<file path="config.mk">
export PLATFORM = sky130hd
export DESIGN_NAME = round_robin_task_table_scheduler_unit
export DESIGN_NICKNAME = d
export VERILOG_FILES = /design/src/hw/rtl/rrts_pkg.sv /design/src/hw/rtl/rrts_cell.sv /design/src/hw/rtl/round_robin_task_table_scheduler_unit.sv
export SDC_FILE = /design/constraint.sdc
export NUM_CORES = 1
export LEC_CHECK = 0
export BUFFER_PORTS_ARGS = -buffer_cell sky130_fd_sc_hd__buf_2
export CAP_MARGIN = 5
export CORE_UTILIZATION = 40
export CTS_BUF_LIST = sky130_fd_sc_hd__clkbuf_4
export CTS_CLUSTER_SIZE = 20
export DETAILED_ROUTE_END_ITERATION = 6
export PLACE_DENSITY = 0.67
export SYNTH_ARGS = -nofsm -noshare
export SYNTH_HDL_FRONTEND = slang
export SYNTH_HIERARCHICAL = 1
export SYNTH_SLANG_ARGS = --single-unit
</file>
<file path="constraint.sdc">
create_clock -name clk -period 6.9 [get_ports clk]
set_input_delay 2.07 -clock clk [delete_from_list [all_inputs] [get_ports clk]]
set_output_delay 2.07 -clock clk [all_outputs]
set_load 0.03 [all_outputs]
</file>
<file path="src/hw/rtl/rrts_pkg.sv">
package rrts_pkg;

	localparam int TASK_SLOTS_DEF = 16;
	localparam int PID_W  = 16;
	localparam int PRI_W  = 8;
	localparam int SCR_W  = 8;
	localparam int PICK_W = 32;
	localparam int QNT_W  = 9;
	localparam int REQ_W  = 4;

	typedef enum logic [1:0] {
		ST_DEAD    = 2'd0,
		ST_ACTIVE  = 2'd1,
		ST_PAUSED  = 2'd2,
		ST_WAITING = 2'd3
	} slot_state_t;

	localparam logic [REQ_W-1:0] REQ_ADD       = 4'd0;
	localparam logic [REQ_W-1:0] REQ_REMOVE    = 4'd1;
	localparam logic [REQ_W-1:0] REQ_PAUSE     = 4'd2;
	localparam logic [REQ_W-1:0] REQ_SET_PRI   = 4'd3;
	localparam logic [REQ_W-1:0] REQ_SET_STATE = 4'd4;
	localparam logic [REQ_W-1:0] REQ_GET_STATE = 4'd5;
	localparam logic [REQ_W-1:0] REQ_TICK      = 4'd6;
	localparam logic [REQ_W-1:0] REQ_KILL_ALL  = 4'd7;
	localparam logic [REQ_W-1:0] REQ_SCREEN    = 4'd8;
	localparam logic [REQ_W-1:0] REQ_CHANGE    = 4'd9;

	localparam logic [1:0] STAT_DONE      = 2'd0;
	localparam logic [1:0] STAT_NOT_FOUND = 2'd1;
	localparam logic [1:0] STAT_IMMORTAL  = 2'd2;
	localparam logic [1:0] STAT_FULL      = 2'd3;

	localparam logic [1:0] CFG_MAX_PRI  = 2'd0;
	localparam logic [1:0] CFG_DEF_PRI  = 2'd1;
	localparam logic [1:0] CFG_IDLE_PID = 2'd2;

	// Command broadcast to the row of slot cells; only the selected cell acts.
	typedef struct packed {
		logic              wr_state;
		slot_state_t       state;
		logic              add;
		logic [PID_W-1:0]  pid;
		logic [PRI_W-1:0]  pri;
		logic              imm;
		logic [SCR_W-1:0]  scr;
		logic              wr_pri;
		logic              inc_pick;
	} cell_cmd_t;

	// What a cell shows to the controller.
	typedef struct packed {
		slot_state_t       state;
		logic [PID_W-1:0]  pid;
		logic [PRI_W-1:0]  pri;
		logic              imm;
		logic [SCR_W-1:0]  scr;
	} cell_view_t;

endpackage

</file>
<file path="src/hw/rtl/rrts_cell.sv">
module rrts_cell
	import rrts_pkg::*;
(
	input  logic       clk,
	input  logic       arst_n,
	input  logic       sel,
	input  cell_cmd_t  cmd,
	output cell_view_t view
);

	slot_state_t       state_q;
	logic [PID_W-1:0]  pid_q;
	logic [PRI_W-1:0]  pri_q;
	logic              imm_q;
	logic [SCR_W-1:0]  scr_q;
	logic [PICK_W-1:0] picks_q;

	always_ff @(posedge clk or negedge arst_n) begin
		if (!arst_n) begin
			state_q <= ST_DEAD;
		end else if (sel && cmd.add) begin
			state_q <= ST_ACTIVE;
		end else if (sel && cmd.wr_state) begin
			state_q <= cmd.state;
		end
	end

	always_ff @(posedge clk) begin
		if (sel && cmd.add) begin
			pid_q   <= cmd.pid;
			pri_q   <= cmd.pri;
			imm_q   <= cmd.imm;
			scr_q   <= cmd.scr;
			picks_q <= PICK_W'(1);
		end else begin
			if (sel && cmd.wr_pri) begin
				pri_q <= cmd.pri;
			end
			if (sel && cmd.inc_pick) begin
				picks_q <= picks_q + 1'b1;
			end
		end
	end

	assign view = '{state: state_q, pid: pid_q, pri: pri_q, imm: imm_q, scr: scr_q};

endmodule

</file>
<file path="src/hw/rtl/round_robin_task_table_scheduler_unit.sv">
// Task-table scheduler: a row of TASK_SLOTS slot cells, each holding one task's state, pid,
// priority, immortal flag, screen and pick count, steered by one sequencer that visits the
// cells one slot per cycle. A request word is taken only while the sequencer is idle; the
// result word is held in an output register, so the next request may be taken while the
// previous result still waits. An add scans the row for a free slot, a pid request scans
// it for the pid, kill-all, screen toggle and change-state-where sweep the whole row, a
// tick that keeps its task bumps its pick count, and a tick that switches runs a
// round-robin scan, then an idle-task scan. Configuration registers take effect on the
// next request; they are to be written only while no request is in flight, a rule for
// the user that the block itself does not enforce.
module round_robin_task_table_scheduler_unit
	import rrts_pkg::*;
#(
	parameter int TASK_SLOTS = TASK_SLOTS_DEF
) (
	input  logic                     clk,
	input  logic                     arst_n,
	input  logic                     cfg_we,
	input  logic [1:0]               cfg_index,
	input  logic [15:0]              cfg_wdata,
	input  logic                     in_valid,
	output logic                     in_ready,
	input  logic [REQ_W-1:0]         req_type,
	input  logic [PID_W-1:0]         target_pid,
	input  logic [PRI_W-1:0]         new_priority,
	input  logic signed [15:0]       priority_request,
	input  logic                     immortal_flag,
	input  logic [SCR_W-1:0]         screen_id,
	input  logic [1:0]               wanted_state,
	input  logic [1:0]               match_state,
	output logic                     out_valid,
	input  logic                     out_ready,
	output logic [1:0]               status,
	output logic [PID_W-1:0]         result_pid,
	output logic [1:0]               task_state,
	output logic [PID_W-1:0]         running_pid,
	output logic                     switched,
	output logic                     reschedule
);

	localparam int IW = $clog2(TASK_SLOTS);
	localparam int CW = $clog2(TASK_SLOTS + 1);
	localparam logic [IW-1:0] LAST  = IW'(TASK_SLOTS - 1);
	localparam logic [CW-1:0] SLOTS = CW'(TASK_SLOTS);

	typedef enum logic [7:0] {
		S_IDLE  = 8'b0000_0001,
		S_LOOK  = 8'b0000_0010,
		S_FREE  = 8'b0000_0100,
		S_SWEEP = 8'b0000_1000,
		S_TICK  = 8'b0001_0000,
		S_SRCH  = 8'b0010_0000,
		S_IDLK  = 8'b0100_0000,
		S_FIN   = 8'b1000_0000
	} fsm_t;

	fsm_t st_q, st_d;
	logic [IW-1:0] idx_q, idx_d, start_q, start_d, fslot_q, fslot_d, cur_q, cur_d;
	logic [CW-1:0] steps_q, steps_d, cnt_q, cnt_d, live_q, live_d;
	logic found_q, found_d;
	logic [PID_W-1:0] npid_q, npid_d;
	logic [QNT_W-1:0] qnt_q, qnt_d;
	logic [PRI_W-1:0] maxp_q, defp_q;
	logic [PID_W-1:0] idlep_q;

	// Latched request word.
	logic [REQ_W-1:0]   req_q;
	logic [PID_W-1:0]   tpid_q;
	logic [PRI_W-1:0]   npri_q;
	logic signed [15:0] preq_q;
	logic               imm_q;
	logic [SCR_W-1:0]   scr_q;
	slot_state_t        want_q, match_q;

	// Result being built.
	logic [1:0]       stat_q, stat_d, tst_q, tst_d;
	logic [PID_W-1:0] rpid_q, rpid_d;
	logic             sw_q, sw_d, rs_q, rs_d;

	logic             ovalid_q, load;
	logic [1:0]       ostat_q, otst_q;
	logic [PID_W-1:0] orpid_q, orun_q;
	logic             osw_q, ors_q;

	cell_cmd_t        cmd;
	logic [IW-1:0]    cmd_idx;
	cell_view_t       vw [TASK_SLOTS];
	cell_view_t       c, ccur, cnx;
	logic [IW-1:0]    idx_inc, nx;
	logic             accept;

	for (genvar g = 0; g < TASK_SLOTS; g++) begin : g_cell
		rrts_cell u_cell (
			.clk   (clk),
			.arst_n(arst_n),
			.sel   (cmd_idx == IW'(g)),
			.cmd   (cmd),
			.view  (vw[g])
		);
	end

	assign in_ready = (st_q == S_IDLE);
	assign accept   = in_valid && in_ready;
	assign idx_inc  = idx_q + 1'b1;
	assign nx       = (idx_q == LAST) ? '0 : idx_inc;
	assign c        = vw[idx_q];
	assign ccur     = vw[cur_q];
	assign cnx      = vw[nx];
	assign load     = (st_q == S_FIN) && (!ovalid_q || out_ready);

	always_comb begin
		st_d    = st_q;
		idx_d   = idx_q;
		start_d = start_q;
		fslot_d = fslot_q;
		cur_d   = cur_q;
		steps_d = steps_q;
		cnt_d   = cnt_q;
		live_d  = live_q;
		found_d = found_q;
		npid_d  = npid_q;
		qnt_d   = qnt_q;
		stat_d  = stat_q;
		tst_d   = tst_q;
		rpid_d  = rpid_q;
		sw_d    = sw_q;
		rs_d    = rs_q;
		cmd     = '0;
		cmd_idx = idx_q;

		case (st_q)
			S_IDLE: begin
				if (in_valid) begin
					stat_d = STAT_DONE;
					tst_d  = 2'd0;
					rpid_d = '0;
					sw_d   = 1'b0;
					rs_d   = 1'b0;
					idx_d  = '0;
					case (req_type)
						REQ_ADD: begin
							if (live_q >= SLOTS) begin
								stat_d = STAT_FULL;
								st_d   = S_FIN;
							end else begin
								st_d = S_FREE;
							end
						end
						REQ_REMOVE, REQ_PAUSE, REQ_SET_PRI, REQ_SET_STATE,
						REQ_GET_STATE: st_d = S_LOOK;
						REQ_TICK: st_d = S_TICK;
						REQ_KILL_ALL, REQ_SCREEN: st_d = S_SWEEP;
						REQ_CHANGE: st_d = (match_state == ST_DEAD) ? S_FIN : S_SWEEP;
						default: st_d = S_FIN;
					endcase
				end
			end

			S_LOOK: begin
				if (c.state != ST_DEAD && c.pid == tpid_q) begin
					st_d = S_FIN;
					case (req_q)
						REQ_REMOVE: begin
							if (c.imm) begin
								stat_d = STAT_IMMORTAL;
							end else begin
								cmd.wr_state = 1'b1;
								cmd.state    = ST_DEAD;
								if (live_q != '0) live_d = live_q - 1'b1;
								if (idx_q == cur_q) begin
									qnt_d = {1'b0, c.pri} + 1'b1;
									rs_d  = 1'b1;
								end
							end
						end
						REQ_PAUSE: begin
							if (c.imm) begin
								stat_d = STAT_IMMORTAL;
							end else begin
								cmd.wr_state = 1'b1;
								cmd.state    = (c.state == ST_PAUSED) ? ST_ACTIVE : ST_PAUSED;
								if (idx_q == cur_q) begin
									qnt_d = {1'b0, c.pri} + 1'b1;
									rs_d  = 1'b1;
								end
							end
						end
						REQ_SET_PRI: begin
							cmd.wr_pri = 1'b1;
							if (preq_q > $signed({8'h00, maxp_q})) begin
								cmd.pri = maxp_q;
							end else if (preq_q < 16'sd1) begin
								cmd.pri = defp_q;
							end else begin
								cmd.pri = preq_q[PRI_W-1:0];
							end
						end
						REQ_SET_STATE: begin
							cmd.wr_state = 1'b1;
							cmd.state    = want_q;
							if (want_q == ST_DEAD && live_q != '0) live_d = live_q - 1'b1;
						end
						REQ_GET_STATE: tst_d = c.state;
						default: ;
					endcase
				end else if (idx_q == LAST) begin
					stat_d = STAT_NOT_FOUND;
					st_d   = S_FIN;
				end else begin
					idx_d = idx_inc;
				end
			end

			S_FREE: begin
				if (c.state == ST_DEAD) begin
					cmd.add = 1'b1;
					cmd.pid = npid_q;
					cmd.pri = npri_q;
					cmd.imm = imm_q;
					cmd.scr = scr_q;
					live_d  = live_q + 1'b1;
					rpid_d  = npid_q;
					npid_d  = npid_q + 1'b1;
					st_d    = S_FIN;
				end else if (idx_q == LAST) begin
					stat_d = STAT_FULL;
					st_d   = S_FIN;
				end else begin
					idx_d = idx_inc;
				end
			end

			S_SWEEP: begin
				case (req_q)
					REQ_KILL_ALL: begin
						if (c.state != ST_DEAD && !c.imm) begin
							cmd.wr_state = 1'b1;
							cmd.state    = ST_DEAD;
							if (live_q != '0) live_d = live_q - 1'b1;
							if (idx_q == cur_q) begin
								qnt_d = {1'b0, c.pri} + 1'b1;
								rs_d  = 1'b1;
							end
						end
					end
					REQ_SCREEN: begin
						if (c.state != ST_DEAD && c.state != ST_WAITING && c.scr == scr_q) begin
							cmd.wr_state = 1'b1;
							cmd.state    = (c.state == ST_PAUSED) ? ST_ACTIVE : ST_PAUSED;
						end
					end
					default: begin
						if (c.state != ST_DEAD && c.state == match_q) begin
							cmd.wr_state = 1'b1;
							cmd.state    = want_q;
							if (want_q == ST_DEAD && live_q != '0) live_d = live_q - 1'b1;
						end
					end
				endcase
				if (idx_q == LAST) begin
					st_d = S_FIN;
				end else begin
					idx_d = idx_inc;
				end
			end

			S_TICK: begin
				cmd_idx = cur_q;
				if (ccur.state != ST_DEAD && ccur.pri >= PRI_W'(2) &&
						qnt_q < ({1'b0, ccur.pri} - 1'b1)) begin
					cmd.inc_pick = 1'b1;
					qnt_d        = qnt_q + 1'b1;
					st_d         = S_FIN;
				end else begin
					sw_d    = 1'b1;
					idx_d   = cur_q;
					start_d = cur_q;
					cnt_d   = '0;
					steps_d = '0;
					found_d = 1'b0;
					st_d    = S_SRCH;
				end
			end

			S_SRCH: begin
				cmd_idx = nx;
				if (cnt_q < live_q && steps_q < SLOTS) begin
					idx_d   = nx;
					steps_d = steps_q + 1'b1;
					if (cnx.state != ST_DEAD) cnt_d = cnt_q + 1'b1;
					if (cnx.state == ST_ACTIVE) begin
						cmd.inc_pick = 1'b1;
						if (cnx.pid == idlep_q) begin
							cur_d = nx;
							qnt_d = '0;
							st_d  = S_FIN;
						end else begin
							found_d = 1'b1;
							fslot_d = nx;
							idx_d   = '0;
							st_d    = S_IDLK;
						end
					end
				end else begin
					found_d = 1'b0;
					idx_d   = '0;
					st_d    = S_IDLK;
				end
			end

			S_IDLK: begin
				if (c.state != ST_DEAD && c.pid == idlep_q) begin
					cmd.wr_state = 1'b1;
					cmd.state    = found_q ? ST_PAUSED : ST_ACTIVE;
					cur_d        = found_q ? fslot_q : idx_q;
					qnt_d        = '0;
					st_d         = S_FIN;
				end else if (idx_q == LAST) begin
					cur_d = found_q ? fslot_q : start_q;
					qnt_d = '0;
					st_d  = S_FIN;
				end else begin
					idx_d = idx_inc;
				end
			end

			S_FIN: begin
				if (load) st_d = S_IDLE;
			end

			default: st_d = S_IDLE;
		endcase
	end

	always_ff @(posedge clk or negedge arst_n) begin
		if (!arst_n) begin
			st_q     <= S_IDLE;
			cur_q    <= '0;
			live_q   <= '0;
			npid_q   <= '0;
			qnt_q    <= '0;
			maxp_q   <= PRI_W'(10);
			defp_q   <= PRI_W'(1);
			idlep_q  <= '0;
			ovalid_q <= 1'b0;
		end else begin
			st_q   <= st_d;
			cur_q  <= cur_d;
			live_q <= live_d;
			npid_q <= npid_d;
			qnt_q  <= qnt_d;
			if (cfg_we) begin
				case (cfg_index)
					CFG_MAX_PRI:  maxp_q  <= cfg_wdata[PRI_W-1:0];
					CFG_DEF_PRI:  defp_q  <= cfg_wdata[PRI_W-1:0];
					CFG_IDLE_PID: idlep_q <= cfg_wdata;
					default: ;
				endcase
			end
			if (load) begin
				ovalid_q <= 1'b1;
			end else if (out_ready) begin
				ovalid_q <= 1'b0;
			end
		end
	end

	always_ff @(posedge clk) begin
		idx_q   <= idx_d;
		start_q <= start_d;
		fslot_q <= fslot_d;
		steps_q <= steps_d;
		cnt_q   <= cnt_d;
		found_q <= found_d;
		stat_q  <= stat_d;
		tst_q   <= tst_d;
		rpid_q  <= rpid_d;
		sw_q    <= sw_d;
		rs_q    <= rs_d;
		if (accept) begin
			req_q   <= req_type;
			tpid_q  <= target_pid;
			npri_q  <= new_priority;
			preq_q  <= priority_request;
			imm_q   <= immortal_flag;
			scr_q   <= screen_id;
			want_q  <= slot_state_t'(wanted_state);
			match_q <= slot_state_t'(match_state);
		end
		if (load) begin
			ostat_q <= stat_q;
			orpid_q <= rpid_q;
			otst_q  <= tst_q;
			orun_q  <= (ccur.state != ST_DEAD) ? ccur.pid : '0;
			osw_q   <= sw_q;
			ors_q   <= rs_q;
		end
	end

	assign out_valid   = ovalid_q;
	assign status      = ostat_q;
	assign result_pid  = orpid_q;
	assign task_state  = otst_q;
	assign running_pid = orun_q;
	assign switched    = osw_q;
	assign reschedule  = ors_q;

endmodule

</file>
==> metrics.txt <==
GR Overflow Total=0; Layout Nets=3,042; Clock Latency Late Sink=1.08 ns; Worst Skew=0.0710 ns; GRT Resource Usage Total=23.8%; drt pass-1 iters=7; Post-Syn Instances=2,734; vias in the first global route=26,713; detailed-route via count=27,365; Worst Path Arrival=6.58 ns; DRC viols=1; crit-path leading delay family=multiplexers; Tmin final=5.64 ns; CTS hold repair buffers=0; Synth-to-Final Area Change=10.6%; VDD IR max=0.000329 V; worst hold path class=flip-flop to flip-flop; Switching Share=39.6%; combinational power share=41.3%; layout cells sized above 1=28.0%; Ys Warns=6; ANT nets after route=0; Clock transition at path regs=0.07 ns; final instance area=44,300 µm²; Post-CTS Repair Setup Buffers=0; max-cap violation count=0; die area=101,000 µm²; HPWL Detailed=78,400 µm; GP Congestion=0.950; Flop pwr share=35.2%; largest net degree at the start of global routing=91; total wire length=121,000 µm; clock network fraction of total power=23.6%; switching power=6.43 mW; Vias/cell=6.27; outcome=finished with violations; PwrDens=367 nW/µm²; Placeable Area=98,900 µm²; final setup TNS=0 ns; Final Hold Fails=0; CP Launch Type=flip-flop; # clock sinks=775; Pint=9.80 mW; synthesized area=40,000 µm²; max-slew violations=0; WS Path Type=flip-flop to flip-flop; leak pwr=15.0 nW; synthesized area per cell=14.6 µm²; Buf+Inv Stages, Crit Path=1; synthesized net count=2,845; initial antenna violation count=5; CTS tree=done; post-cts resize count=0; cell at the slowest stage of the critical path=dfrtp_4; initial core utilization=40.5%; number of H-tree levels=4; io pins=120; crit path cell chain=buf_4, mux4_2, mux4_2, nor2_1, nand2_1, or3_1, ha_1, nand4_1, nor2_1, a2111oi_1, a31o_2, and3_1, o311ai_1, o21ba_2, mux2_4; crit-path max cell delay=0.83 ns; first-pass GRT wire length=178,000 µm; failing checks=design-rule violations; CTS root buf=clkbuf_4; post-layout util=44.8%; Max Fclk=177 MHz; measured slew at the worst slew-check pin=1.27 ns; CTS buffer count=192; RSZ-0062 raised after global routing=no; crit-path max FO=35; final setup margin=1.26 ns; Post-DP Area=41,800 µm²; clk buf depth=3; port bufs=119; Die Ht=318 µm; Avg WL per Cell=27.8 µm; Final period util=81.7%; pre-CTS setup slack=1.21 ns; final setup vio count=0; relative slew slack=15.1%; iteration-0 DRC count of the detailed router=3,701; critical path capture point type=flip-flop; Die Width=318 µm; row count=115; critical path required time=7.84 ns
[sequential cells by signal, summed over array words and instances (netlist names), 32 cells and up]
register               count
g_cell.u_cell/state_q     32
g_cell.u_cell/pri_q      128
g_cell.u_cell/scr_q      128
g_cell.u_cell/pid_q      256
[power by group through the flow]
stage | logic, mW | clock network (mW) | registers [mW]
after floorplan | 4.59 | 0 | 5.69
final | 6.69 | 3.83 | 5.71
after CTS | 6.53 | 3.92 | 5.70
after global placement | 6.45 | 0 | 5.79
after global routing | 7.00 | 4.14 | 5.72
after detailed placement | 6.50 | 0 | 5.79
[final timing paths]
| path | startpoint | endpoint | cells after the start | slack [ns] |
|---|---|---|---|---|
| setup / recovery | cur_q[0] | qnt_q[7] | 15 | 1.26 |
| hold / removal | rpid_q[4] | result_pid[4] | 0 | 0.42 |
| setup reg to reg | cur_q[0] | qnt_q[7] | 15 | 1.26 |
| hold reg to reg | rpid_q[4] | result_pid[4] | 0 | 0.42 |
| max in group asynchronous | arst_n | cur_q[0] | 2 | 4.57 |
| min in group asynchronous | arst_n | qnt_q[4] | 1 | 1.15 |
[metrics by stage]
| step | total power [mW] | hold slack, ns | std cells |
|---|---|---|---|
| finish | 16.2 | 0.417 | 4366 |
| global route | 16.9 | 0.421 | 4366 |
| CTS | 16.1 | 0.421 | 4365 |
| detailed placement | 12.3 | 0.405 | 4024 |
| global placement | 12.2 | 0.402 | 4024 |
| floorplan | 10.3 | 0.400 | 2734 |
[layout by cell type (no fill, tap or decap), types with 14 or more instances in the layout]
cell type	instances
edfxtp_1	668
clkbuf_4	263
mux4_2	234
nor2_1	153
mux2i_1	138
nand2_1	126
buf_2	118
dfrtp_1	99
o21ai_0	90
mux2_2	66
buf_4	66
inv_1	55
nor3_1	54
a21oi_1	53
clkinv_1	51
nand3_1	50
xnor2_1	46
nor2b_1	43
and3_1	42
xor2_1	40
a221oi_1	35
o221ai_1	34
a22oi_1	32
ha_1	30
and2_1	28
o22ai_1	23
nand4_1	22
a31oi_1	22
nor3_2	18
o21a_1	18
nand2b_1	16
and2_2	16
and4bb_1	16
or3b_1	16
a211oi_1	15
a221o_1	14
[final cells by class]
cell class / instances / area (µm²)
diodes: 1 / 2.50
clock buffers: 263 / 1970
clock inverters: 78 / 452
fillers: 8738 / 54600
inverters: 61 / 229
multi-input cells: 1713 / 16100
flip-flops and latches: 775 / 22800
well taps: 1287 / 1610
repair buffers: 188 / 1170
[per-layer routing]
layer	GRT usage, %	wire length [µm]	vias up
met5	0	0	-
met4	11.2	5290	0
met3	5.26	12500	295
met2	36.4	55400	1737
met1	32.2	48000	13819
li1	-	-	11514
No activity file was read; power rests on OpenSTA's default activity.
